File: config.mk
export PLATFORM = sky130hd
export DESIGN_NAME = stereo_svf_morph_filter
export DESIGN_NICKNAME = d
export VERILOG_FILES = /design/src/hdl/ssmf_pkg.sv /design/src/hdl/ssmf_mul.sv /design/src/hdl/ssmf_core.sv /design/src/hdl/stereo_svf_morph_filter.sv
export SDC_FILE = /design/constraint.sdc
export NUM_CORES = 2
export LEC_CHECK = 0
export BUFFER_PORTS_ARGS = -buffer_cell sky130_fd_sc_hd__buf_2
export CAP_MARGIN = 25
export CORE_MARGIN = 3
export CORE_UTILIZATION = 50
export CTS_BUF_LIST = sky130_fd_sc_hd__clkbuf_16
export DETAILED_ROUTE_END_ITERATION = 16
export PLACE_DENSITY = 0.65
export SLEW_MARGIN = 15
export SYNTH_ARGS = -nofsm -noshare
export SYNTH_HDL_FRONTEND = slang
export SYNTH_SLANG_ARGS = --single-unit
export TNS_END_PERCENT = 10
File: constraint.sdc
create_clock -name clk_i -period 11 [get_ports clk_i]
set_input_delay 2.75 -clock clk_i [delete_from_list [all_inputs] [get_ports clk_i]]
set_output_delay 2.75 -clock clk_i [all_outputs]
set_load 0.05 [all_outputs]
File: src/hdl/ssmf_pkg.sv
// Shared constants and types for the stereo state variable filter with output morph.
// Used by ssmf_mul, ssmf_core and stereo_svf_morph_filter; depends on nothing.
package ssmf_pkg;

  localparam int SAMPLE_BITS_DEF = 24;
  localparam int STATE_BITS_DEF  = 40;

  localparam int COEF_FRAC  = 24;
  localparam int BLEND_FRAC = 8;
  localparam int COEF_W     = 33;
  localparam int COEF_CHUNK = 17;

  localparam int CFG_IDX_W  = 3;
  localparam int CFG_DATA_W = 32;
  localparam int MORPH_W    = 10;
  localparam int A1_W       = 25;

  localparam logic [CFG_IDX_W-1:0] CFG_ENABLE = 3'd0;
  localparam logic [CFG_IDX_W-1:0] CFG_G      = 3'd1;
  localparam logic [CFG_IDX_W-1:0] CFG_K      = 3'd2;
  localparam logic [CFG_IDX_W-1:0] CFG_A1     = 3'd3;
  localparam logic [CFG_IDX_W-1:0] CFG_MORPH  = 3'd4;

  localparam logic               ENABLE_RST = 1'b1;
  localparam logic [31:0]        G_RST      = 32'd1099000;
  localparam logic [31:0]        K_RST      = 32'd23726566;
  localparam logic [A1_W-1:0]    A1_RST     = 25'd15295000;
  localparam logic [MORPH_W-1:0] MORPH_RST  = 10'd0;

  // Morph zone limits in Q2.8: 0.5, 1.5, 2.0, 3.0 and 3.5.
  localparam logic [MORPH_W-1:0] MORPH_LP = 10'd128;
  localparam logic [MORPH_W-1:0] MORPH_LB = 10'd384;
  localparam logic [MORPH_W-1:0] MORPH_BP = 10'd512;
  localparam logic [MORPH_W-1:0] MORPH_BH = 10'd768;
  localparam logic [MORPH_W-1:0] MORPH_HP = 10'd896;

  typedef struct packed {
    logic [31:0]        g;
    logic [31:0]        k;
    logic [A1_W-1:0]    a1;
    logic [MORPH_W-1:0] morph;
  } cfg_t;

  typedef struct packed {
    logic start;
    logic blend;
  } mul_ctl_t;

endpackage

File: src/hdl/ssmf_mul.sv
// Shared multiplier: signed operand times unsigned coefficient, one coefficient chunk per cycle.
// The product is shifted right by the coefficient or blend fraction and saturated to the state.
// Depends on ssmf_pkg.
module ssmf_mul import ssmf_pkg::*; #(
  parameter int STATE_BITS = STATE_BITS_DEF
) (
  input  logic                         clk_i,
  input  logic                         rst_ni,
  input  mul_ctl_t                     ctl_i,
  input  logic signed [STATE_BITS:0]   a_i,
  input  logic        [COEF_W-1:0]     c_i,
  output logic                         done_o,
  output logic signed [STATE_BITS-1:0] prod_o
);

  localparam int OPW  = STATE_BITS + 1;
  localparam int NCH  = (COEF_W + COEF_CHUNK - 1) / COEF_CHUNK;
  localparam int IDXW = (NCH > 1) ? $clog2(NCH) : 1;
  localparam int CPW  = NCH * COEF_CHUNK;
  localparam int PPW  = OPW + COEF_CHUNK + 1;
  localparam int ACCW = OPW + CPW + 1;
  localparam logic signed [ACCW-1:0] ST_HI =
    {{(ACCW-STATE_BITS+1){1'b0}}, {(STATE_BITS-1){1'b1}}};
  localparam logic signed [ACCW-1:0] ST_LO = ~ST_HI;

  logic [CPW-1:0]               c_pad;
  logic [IDXW-1:0]              idx_q, cur_idx;
  logic [COEF_CHUNK-1:0]        chunk;
  logic signed [PPW-1:0]        pp;
  logic signed [ACCW-1:0]       pp_sh, acc_q, acc_d, shifted;
  logic signed [STATE_BITS-1:0] prod_q, prod_d;
  logic                         run_q, norm_q, done_q;

  assign c_pad   = CPW'(c_i);
  assign cur_idx = ctl_i.start ? '0 : idx_q;
  assign chunk   = c_pad[cur_idx*COEF_CHUNK +: COEF_CHUNK];
  assign pp      = a_i * $signed({1'b0, chunk});
  assign pp_sh   = ACCW'(pp) <<< (COEF_CHUNK * cur_idx);
  assign acc_d   = ctl_i.start ? pp_sh : acc_q + pp_sh;

  always_comb begin
    shifted = acc_q >>> (ctl_i.blend ? BLEND_FRAC : COEF_FRAC);
    if (shifted > ST_HI) begin
      prod_d = ST_HI[STATE_BITS-1:0];
    end else if (shifted < ST_LO) begin
      prod_d = ST_LO[STATE_BITS-1:0];
    end else begin
      prod_d = shifted[STATE_BITS-1:0];
    end
  end

  always_ff @(posedge clk_i or negedge rst_ni) begin
    if (!rst_ni) begin
      run_q  <= 1'b0;
      norm_q <= 1'b0;
      done_q <= 1'b0;
      idx_q  <= '0;
    end else begin
      done_q <= norm_q;
      norm_q <= 1'b0;
      if (ctl_i.start) begin
        if (NCH == 1) begin
          norm_q <= 1'b1;
        end else begin
          run_q <= 1'b1;
          idx_q <= IDXW'(1);
        end
      end else if (run_q) begin
        if (idx_q == IDXW'(NCH - 1)) begin
          run_q  <= 1'b0;
          norm_q <= 1'b1;
        end
        idx_q <= idx_q + 1'b1;
      end
    end
  end

  always_ff @(posedge clk_i) begin
    if (ctl_i.start || run_q) begin
      acc_q <= acc_d;
    end
    if (norm_q) begin
      prod_q <= prod_d;
    end
  end

  assign done_o = done_q;
  assign prod_o = prod_q;

endmodule

File: src/hdl/ssmf_core.sv
// Sequencer and datapath for both channels: integrator states, intermediate values, morph.
// Drives the shared multiplier ssmf_mul; depends on ssmf_pkg.
module ssmf_core import ssmf_pkg::*; #(
  parameter int SAMPLE_BITS = SAMPLE_BITS_DEF,
  parameter int STATE_BITS  = STATE_BITS_DEF
) (
  input  logic                          clk_i,
  input  logic                          rst_ni,
  input  logic                          start_i,
  input  logic signed [SAMPLE_BITS-1:0] x_left_i,
  input  logic signed [SAMPLE_BITS-1:0] x_right_i,
  input  logic                          last_i,
  input  cfg_t                          cfg_i,
  output logic                          idle_o,
  output logic                          res_valid_o,
  input  logic                          res_ready_i,
  output logic signed [SAMPLE_BITS-1:0] y_left_o,
  output logic signed [SAMPLE_BITS-1:0] y_right_o,
  output logic                          last_o
);

  localparam int SW  = STATE_BITS;
  localparam int XW  = SAMPLE_BITS;
  localparam int OPW = SW + 1;
  localparam int WW  = SW + 2;
  localparam logic signed [WW-1:0] W_ST_HI = WW'({1'b0, {(SW-1){1'b1}}});
  localparam logic signed [WW-1:0] W_ST_LO = ~W_ST_HI;
  localparam logic signed [WW-1:0] W_SM_HI = WW'({1'b0, {(XW-1){1'b1}}});
  localparam logic signed [WW-1:0] W_SM_LO = ~W_SM_HI;

  localparam logic [3:0] ST_IDLE = 4'd0;
  localparam logic [3:0] ST_GK   = 4'd1;
  localparam logic [3:0] ST_A1   = 4'd2;
  localparam logic [3:0] ST_G1   = 4'd3;
  localparam logic [3:0] ST_G2   = 4'd4;
  localparam logic [3:0] ST_SEL  = 4'd5;
  localparam logic [3:0] ST_BL   = 4'd6;
  localparam logic [3:0] ST_NEXT = 4'd7;
  localparam logic [3:0] ST_DONE = 4'd8;

  function automatic logic signed [SW-1:0] sat_st(input logic signed [WW-1:0] v);
    logic signed [SW-1:0] r;
    if (v > W_ST_HI) begin
      r = W_ST_HI[SW-1:0];
    end else if (v < W_ST_LO) begin
      r = W_ST_LO[SW-1:0];
    end else begin
      r = v[SW-1:0];
    end
    return r;
  endfunction

  function automatic logic signed [XW-1:0] clamp_smp(input logic signed [WW-1:0] v);
    logic signed [XW-1:0] r;
    if (v > W_SM_HI) begin
      r = W_SM_HI[XW-1:0];
    end else if (v < W_SM_LO) begin
      r = W_SM_LO[XW-1:0];
    end else begin
      r = v[XW-1:0];
    end
    return r;
  endfunction

  logic [3:0]               st_q, st_d;
  logic                     ch_q, ch_d;
  logic                     start_q, start_d;
  logic                     blend_q, blend_d;
  logic signed [OPW-1:0]    opa_q, opa_d;
  logic [COEF_W-1:0]        opc_q, opc_d;
  logic signed [SW-1:0]     s1_q [2];
  logic signed [SW-1:0]     s1_d [2];
  logic signed [SW-1:0]     s2_q [2];
  logic signed [SW-1:0]     s2_d [2];
  logic signed [XW-1:0]     x_q [2];
  logic signed [XW-1:0]     x_d [2];
  logic signed [XW-1:0]     y_q [2];
  logic signed [XW-1:0]     y_d [2];
  logic                     last_q, last_d;
  logic signed [SW-1:0]     hp_q, hp_d, bp_q, bp_d, gh_q, gh_d;
  logic signed [SW-1:0]     gb_q, gb_d, lp_q, lp_d, bla_q, bla_d;
  logic [COEF_W-1:0]        gk;
  logic [MORPH_W-1:0]       pos;
  logic signed [WW-1:0]     t_sum;
  logic signed [SW-1:0]     bp_new;
  logic                     mul_done;
  logic signed [SW-1:0]     prod;
  mul_ctl_t                 mul_ctl;

  assign gk     = {1'b0, cfg_i.g} + {1'b0, cfg_i.k};
  assign pos    = cfg_i.morph;
  assign t_sum  = WW'(x_q[ch_q]) - WW'(prod) - WW'(s2_q[ch_q]);
  assign bp_new = sat_st(WW'(prod) + WW'(s1_q[ch_q]));

  assign mul_ctl.start = start_q;
  assign mul_ctl.blend = blend_q;

  ssmf_mul #(
    .STATE_BITS(STATE_BITS)
  ) u_mul (
    .clk_i  (clk_i),
    .rst_ni (rst_ni),
    .ctl_i  (mul_ctl),
    .a_i    (opa_q),
    .c_i    (opc_q),
    .done_o (mul_done),
    .prod_o (prod)
  );

  always_comb begin
    st_d    = st_q;
    ch_d    = ch_q;
    start_d = 1'b0;
    blend_d = blend_q;
    opa_d   = opa_q;
    opc_d   = opc_q;
    s1_d    = s1_q;
    s2_d    = s2_q;
    x_d     = x_q;
    y_d     = y_q;
    last_d  = last_q;
    hp_d    = hp_q;
    bp_d    = bp_q;
    gh_d    = gh_q;
    gb_d    = gb_q;
    lp_d    = lp_q;
    bla_d   = bla_q;
    case (st_q)
      ST_IDLE: begin
        if (start_i) begin
          x_d[0]  = x_left_i;
          x_d[1]  = x_right_i;
          last_d  = last_i;
          ch_d    = 1'b0;
          opa_d   = OPW'(s1_q[0]);
          opc_d   = gk;
          blend_d = 1'b0;
          start_d = 1'b1;
          st_d    = ST_GK;
        end
      end
      ST_GK: begin
        if (mul_done) begin
          opa_d   = OPW'(sat_st(t_sum));
          opc_d   = COEF_W'(cfg_i.a1);
          start_d = 1'b1;
          st_d    = ST_A1;
        end
      end
      ST_A1: begin
        if (mul_done) begin
          hp_d    = prod;
          opa_d   = OPW'(prod);
          opc_d   = COEF_W'(cfg_i.g);
          start_d = 1'b1;
          st_d    = ST_G1;
        end
      end
      ST_G1: begin
        if (mul_done) begin
          gh_d    = prod;
          bp_d    = bp_new;
          opa_d   = OPW'(bp_new);
          opc_d   = COEF_W'(cfg_i.g);
          start_d = 1'b1;
          st_d    = ST_G2;
        end
      end
      ST_G2: begin
        if (mul_done) begin
          gb_d       = prod;
          lp_d       = sat_st(WW'(prod) + WW'(s2_q[ch_q]));
          s1_d[ch_q] = sat_st(WW'(gh_q) + WW'(bp_q));
          st_d       = ST_SEL;
        end
      end
      ST_SEL: begin
        s2_d[ch_q] = sat_st(WW'(gb_q) + WW'(lp_q));
        st_d       = ST_NEXT;
        if (pos <= MORPH_LP) begin
          y_d[ch_q] = clamp_smp(WW'(lp_q));
        end else if (pos <= MORPH_LB) begin
          bla_d   = lp_q;
          opa_d   = OPW'(bp_q) - OPW'(lp_q);
          opc_d   = COEF_W'(pos - MORPH_LP);
          blend_d = 1'b1;
          start_d = 1'b1;
          st_d    = ST_BL;
        end else if (pos <= MORPH_BP) begin
          y_d[ch_q] = clamp_smp(WW'(bp_q));
        end else if (pos <= MORPH_BH) begin
          bla_d   = bp_q;
          opa_d   = OPW'(hp_q) - OPW'(bp_q);
          opc_d   = COEF_W'(pos - MORPH_BP);
          blend_d = 1'b1;
          start_d = 1'b1;
          st_d    = ST_BL;
        end else if (pos <= MORPH_HP) begin
          y_d[ch_q] = clamp_smp(WW'(hp_q));
        end else begin
          y_d[ch_q] = '0;
        end
      end
      ST_BL: begin
        if (mul_done) begin
          y_d[ch_q] = clamp_smp(WW'(bla_q) + WW'(prod));
          st_d      = ST_NEXT;
        end
      end
      ST_NEXT: begin
        if (!ch_q) begin
          ch_d    = 1'b1;
          opa_d   = OPW'(s1_q[1]);
          opc_d   = gk;
          blend_d = 1'b0;
          start_d = 1'b1;
          st_d    = ST_GK;
        end else begin
          st_d = ST_DONE;
        end
      end
      ST_DONE: begin
        if (res_ready_i) begin
          st_d = ST_IDLE;
        end
      end
      default: begin
        st_d = ST_IDLE;
      end
    endcase
  end

  always_ff @(posedge clk_i or negedge rst_ni) begin
    if (!rst_ni) begin
      st_q    <= ST_IDLE;
      ch_q    <= 1'b0;
      start_q <= 1'b0;
      blend_q <= 1'b0;
      s1_q[0] <= '0;
      s1_q[1] <= '0;
      s2_q[0] <= '0;
      s2_q[1] <= '0;
    end else begin
      st_q    <= st_d;
      ch_q    <= ch_d;
      start_q <= start_d;
      blend_q <= blend_d;
      s1_q    <= s1_d;
      s2_q    <= s2_d;
    end
  end

  always_ff @(posedge clk_i) begin
    opa_q  <= opa_d;
    opc_q  <= opc_d;
    x_q    <= x_d;
    y_q    <= y_d;
    last_q <= last_d;
    hp_q   <= hp_d;
    bp_q   <= bp_d;
    gh_q   <= gh_d;
    gb_q   <= gb_d;
    lp_q   <= lp_d;
    bla_q  <= bla_d;
  end

  assign idle_o      = (st_q == ST_IDLE);
  assign res_valid_o = (st_q == ST_DONE);
  assign y_left_o    = y_q[0];
  assign y_right_o   = y_q[1];
  assign last_o      = last_q;

endmodule

File: src/hdl/stereo_svf_morph_filter.sv
// Top level of the stereo state variable filter with output morph.
// Holds the configuration registers and the output register; instantiates ssmf_core.
// Depends on ssmf_pkg, ssmf_core and ssmf_mul.
//
// Usage: each slave word carries one left and one right sample and a tlast flag. The
// master side returns one filtered pair per word while enable is set, and nothing
// while it is clear. Configuration writes go through the cfg channel, which is always
// ready. The user must write only while the block is idle; the block does not check.
// Sequencing: a word is worked through four products per channel on one
// shared multiplier, plus a fifth in the two blend zones of the morph. No new word
// is accepted until the sequencer is done with the last one, and s_axis_tready
// returns in the same cycle as the result appears on the master side.
// A word accepted with enable clear is dropped and leaves s_axis_tready high.
// The output register lets the next word be accepted while a result waits; if the
// receiver stalls longer, the sequencer holds its finished result until the register
// frees up. Reset clears the integrators, loads the default coefficients and leaves
// the master side empty.
module stereo_svf_morph_filter import ssmf_pkg::*; #(
  parameter  int SAMPLE_BITS = SAMPLE_BITS_DEF,
  parameter  int STATE_BITS  = STATE_BITS_DEF,
  localparam int TDATA_W     = ((2 * SAMPLE_BITS + 7) / 8) * 8
) (
  input  logic                  clk_i,
  input  logic                  rst_ni,
  input  logic                  cfg_valid_i,
  output logic                  cfg_ready_o,
  input  logic [CFG_IDX_W-1:0]  cfg_index_i,
  input  logic [CFG_DATA_W-1:0] cfg_data_i,
  input  logic                  s_axis_tvalid,
  output logic                  s_axis_tready,
  input  logic [TDATA_W-1:0]    s_axis_tdata,   // left_in, right_in
  input  logic                  s_axis_tlast,
  output logic                  m_axis_tvalid,
  input  logic                  m_axis_tready,
  output logic [TDATA_W-1:0]    m_axis_tdata,   // left_out, right_out
  output logic                  m_axis_tlast
);

  logic                          enable_q;
  cfg_t                          cfg_q;
  logic                          s_accept, core_idle, res_valid, res_ready;
  logic signed [SAMPLE_BITS-1:0] y_left, y_right;
  logic                          y_last;
  logic                          m_valid_q;
  logic [SAMPLE_BITS-1:0]        m_left_q, m_right_q;
  logic                          m_last_q;

  assign cfg_ready_o   = 1'b1;
  assign s_axis_tready = core_idle;
  assign s_accept      = s_axis_tvalid && s_axis_tready;
  assign res_ready     = !m_valid_q || m_axis_tready;

  always_ff @(posedge clk_i or negedge rst_ni) begin
    if (!rst_ni) begin
      enable_q    <= ENABLE_RST;
      cfg_q.g     <= G_RST;
      cfg_q.k     <= K_RST;
      cfg_q.a1    <= A1_RST;
      cfg_q.morph <= MORPH_RST;
    end else if (cfg_valid_i && cfg_ready_o) begin
      case (cfg_index_i)
        CFG_ENABLE: enable_q    <= cfg_data_i[0];
        CFG_G:      cfg_q.g     <= cfg_data_i;
        CFG_K:      cfg_q.k     <= cfg_data_i;
        CFG_A1:     cfg_q.a1    <= cfg_data_i[A1_W-1:0];
        CFG_MORPH:  cfg_q.morph <= cfg_data_i[MORPH_W-1:0];
        default: begin
        end
      endcase
    end
  end

  ssmf_core #(
    .SAMPLE_BITS(SAMPLE_BITS),
    .STATE_BITS (STATE_BITS)
  ) u_core (
    .clk_i       (clk_i),
    .rst_ni      (rst_ni),
    .start_i     (s_accept && enable_q),
    .x_left_i    ($signed(s_axis_tdata[SAMPLE_BITS-1:0])),
    .x_right_i   ($signed(s_axis_tdata[2*SAMPLE_BITS-1:SAMPLE_BITS])),
    .last_i      (s_axis_tlast),
    .cfg_i       (cfg_q),
    .idle_o      (core_idle),
    .res_valid_o (res_valid),
    .res_ready_i (res_ready),
    .y_left_o    (y_left),
    .y_right_o   (y_right),
    .last_o      (y_last)
  );

  always_ff @(posedge clk_i or negedge rst_ni) begin
    if (!rst_ni) begin
      m_valid_q <= 1'b0;
    end else if (res_valid && res_ready) begin
      m_valid_q <= 1'b1;
    end else if (m_axis_tready) begin
      m_valid_q <= 1'b0;
    end
  end

  always_ff @(posedge clk_i) begin
    if (res_valid && res_ready) begin
      m_left_q  <= y_left;
      m_right_q <= y_right;
      m_last_q  <= y_last;
    end
  end

  assign m_axis_tvalid = m_valid_q;
  assign m_axis_tdata  = TDATA_W'({m_right_q, m_left_q});
  assign m_axis_tlast  = m_last_q;

  // A word taken while disabled must leave the block ready again at once.
  a_disabled_passes: assert property (@(posedge clk_i) disable iff (!rst_ni)
    s_accept && !enable_q |=> s_axis_tready)
    else $error("block stalled after a word taken while disabled");

  // A word taken while enabled must occupy the sequencer.
  a_enabled_busy: assert property (@(posedge clk_i) disable iff (!rst_ni)
    s_accept && enable_q |=> !s_axis_tready)
    else $error("block ready right after taking an enabled word");

  // A new result only appears after the sequencer offered one.
  a_result_source: assert property (@(posedge clk_i) disable iff (!rst_ni)
    $rose(m_axis_tvalid) |-> $past(res_valid))
    else $error("output valid rose without a finished result");

endmodule
==> summary.md <==
| Metric | Value |
|---|---|
| Status | finished, final reports clean |
| Worst Hold Slack | 0.413 ns |
| Drt pass-1 iters | 6 |
| Setup crit start kind | flip-flop |
| Max-Cap Viols | 0 |
| Layout cell share with drive strength beyond 1 | 0.123 |
| Fin cells | 11,700 |
| CP max stage delay | 0.56 ns |
| Final setup fails | 0 |
| Most frequent cells in the layout | 1,053 x inv_1, 959 x nand2_1, 700 x fa_1 |
| Sinks on Clock Net | 848 |
| Via density | 6.16 |
| Dpl cells | 11,500 |
| CTS max path bufs | 3 |
| Routed wl met3 | 34,600 um |
| H-tree depth | 3 |
| DRC errors left | 0 |
| Avg Inst Size Synth | 9.27 um2 |
| Area Overhead vs Synth | 11.4% |
| Die height | 418 um |
| Largest net degree at the start of global routing | 97 |
| Hold Crit Class | flip-flop to flip-flop |
| Hold Fails Final Rpt | 0 |
| Final wirelength | 311,000 um |
| CP max-delay cell | or4_1 |
| Slew Limit Headroom | 0.189 |
| Yosys Warn Count | 0 |
| DP HPWL | 241,000 um |
| CP Max Fanout | 9 |
| Starting DRC count in detailed routing | 8,296 |
| Die Span X | 418 um |
| Most used DFF post-synth | edfxtp_1 |
| Met2 WL post-DR | 133,000 um |
| Register area share after synthesis | 0.285 |
| CP required | 11.51 ns |
| Routed wire per std cell | 26.5 um |
| CP Class | flip-flop to flip-flop |
| Cells after Synth | 9,140 |
| CTS tree | built |
| FP Rows | 150 |
| Endpoint class of the critical path | flip-flop |
| Root buffer cell | clkbuf_16 |
| Starting Density | 0.505 |
| First-pass GRT wire length | 460,000 um |
| Port bufs | 139 |
| Count of different cell masters after synthesis | 97 |
| Leading cell type in the layout, fill and taps excluded | inv_1 |
| Period utilisation layout | 0.973 |
| GR Overflow Total | 0 |
| Hold_buf cts | 0 |
| Top cell by count, worst path | fa_1 |
| Post-synth ARST share | 0.321 |
| Initial antenna violation count | 33 |
| Skew final | 0.0565 ns |
| Worst-Skew Late Latency | 0.75 ns |
| Register bit total from synthesis | 848 |
| Final ANT Viol Nets | 0 |
| M1 wire length | 132,000 um |
| RSZ-0062 raised after global routing | true |
| Buf+Inv Stages, Crit Path | 12 |
| Mapped Nets | 10,500 |
| Final Max Slew Viols | 0 |
| Synth Cell Area | 84,800 um2 |
| Clock slew at reported path FFs | 0.06 ns |
| Vias in the first global route | 70,500 |
| Fmax achieved | 93.4 MHz |
| GP Congestion | 1.02 |
| Post-synth EDFFs | 576 |
| DR vias | 72,200 |
| Overall Global Routing Usage | 0.353 |
| Die Footprint | 174,000 um2 |
| Crit path DAT | 11.21 ns |
| Nets | 10,800 |
| Top routing layer in use | met5 |
| Io pins | 141 |
| CTS buffer count | 99 |
| FILL cells | 15,100 |
| Core footprint | 168,000 um2 |
| Worst path top cell family by delay | adder cells |
| Worst slew pin tran | 1.21 ns |
| Post-route minimum period | 10.71 ns |
timing repair:
action | CTS | global route
endpoints found under the setup margin | 19 | 25
buffers inserted | 0 | 12
gates resized for setup | 14 | 85
cloned | 0 | 0
pin swaps | 1 | 39
cells in the mapped netlist (62+ instances only):
master    number  area share
inv_1       1041       0.046
nand2_1      968       0.043
fa_1         705        0.17
a21oi_1      692       0.041
ha_1         615       0.091
o21ai_0      605       0.036
edfxtp_1     576        0.20
nor2_1       466       0.021
clkbuf_1     416       0.018
a21o_1       296       0.026
xnor2_1      246       0.025
dfrtp_1      240       0.071
nor2b_1      220       0.016
mux2_2       205       0.027
xor2_1       187       0.019
and2_1       158       0.012
a31oi_1      111      0.0082
nand3_1      109      0.0064
mux2i_1      102       0.012
and3_1        95      0.0070
nand4_1       95      0.0070
nand2b_1      76      0.0056
o21a_1        74      0.0066
nor3_1        72      0.0043
o21bai_1      66      0.0058
o211ai_1      62      0.0055
registers in the layout (all words and copies together), names as in the netlist, 41 cells and up:
register and cells:
u_core.opa_q 41, u_core.u_mul.acc_q 76, u_core.x_q 48, u_core.s1_q 80
u_core.s2_q 80, cfg_q 99
stage by stage:
step / worst slack, ns / utilization / area (um2) / setup TNS [ns]
2_1_floorplan: 0.313 / - / 84800 / 0
3_3_place_gp: -0.416 / 0.538 / 90300 / -2.62
3_5_place_dp: -0.465 / 0.539 / 90400 / -3.21
4_1_cts: -0.0222 / 0.559 / 93800 / -0.0222
5_1_grt: -0.0781 / 0.563 / 94400 / -0.175
6_report: 0.293 / 0.563 / 94400 / 0
final timing paths:
| kind | to | cells past startpoint | slack (ns) | start |
|---|---|---|---|---|
| worst max-delay path | u_core.u_mul.acc_q[75] | 42 | 0.29 | u_core.start_q |
| worst min-delay path | m_axis_tlast | 0 | 0.41 | u_core.last_o |
| worst max register to register | u_core.u_mul.acc_q[75] | 42 | 0.29 | u_core.start_q |
| worst min register to register | m_axis_tlast | 0 | 0.41 | u_core.last_o |
| max in group asynchronous | u_core.s2_q[22] | 4 | 7.11 | rst_ni |
| min in group asynchronous | cfg_q[58] | 1 | 1.98 | rst_ni |
routing by layer:
layer,vias to the layer above,GRT usage
met1,36100,0.502
met5,-,0
met2,3498,0.520
met4,14,0.110
met3,549,0.100
li1,32000,-
kinds of logic (layout without fill, tap and decap cells):
group                      Yosys count  count (layout)  synth area share
muxes                              307             307            0.0393
and+or+nand+nor                   2390            2390             0.133
buffers and inverters             1481            1831            0.0660
DFF                                848             848             0.285
AOI/OAI and AO/OA                 2355            2355             0.174
xor gates and xnor gates           433             433            0.0447
other                                1              12         0.0000442
adders and majority gates         1325            1325             0.258
area by class of cell:
cell class | count | area [um2] | share of cell area
Inverter | 1044 | 3920 | 0.0415
Clock buffer | 100 | 2500 | 0.0265
Antenna cell | 11 | 27.5 | 0.000292
Clock inverter | 88 | 892 | 0.00945
Tap cell | 2204 | 2760 | 0.0292
Timing Repair Buffer | 599 | 4500 | 0.0477
Multi-Input combinational cell | 6811 | 55700 | 0.590
Sequential cell | 848 | 24100 | 0.256
Power is not shown: default switching activity piles up to over one toggle a cycle in this logic, so the estimate is an artifact.
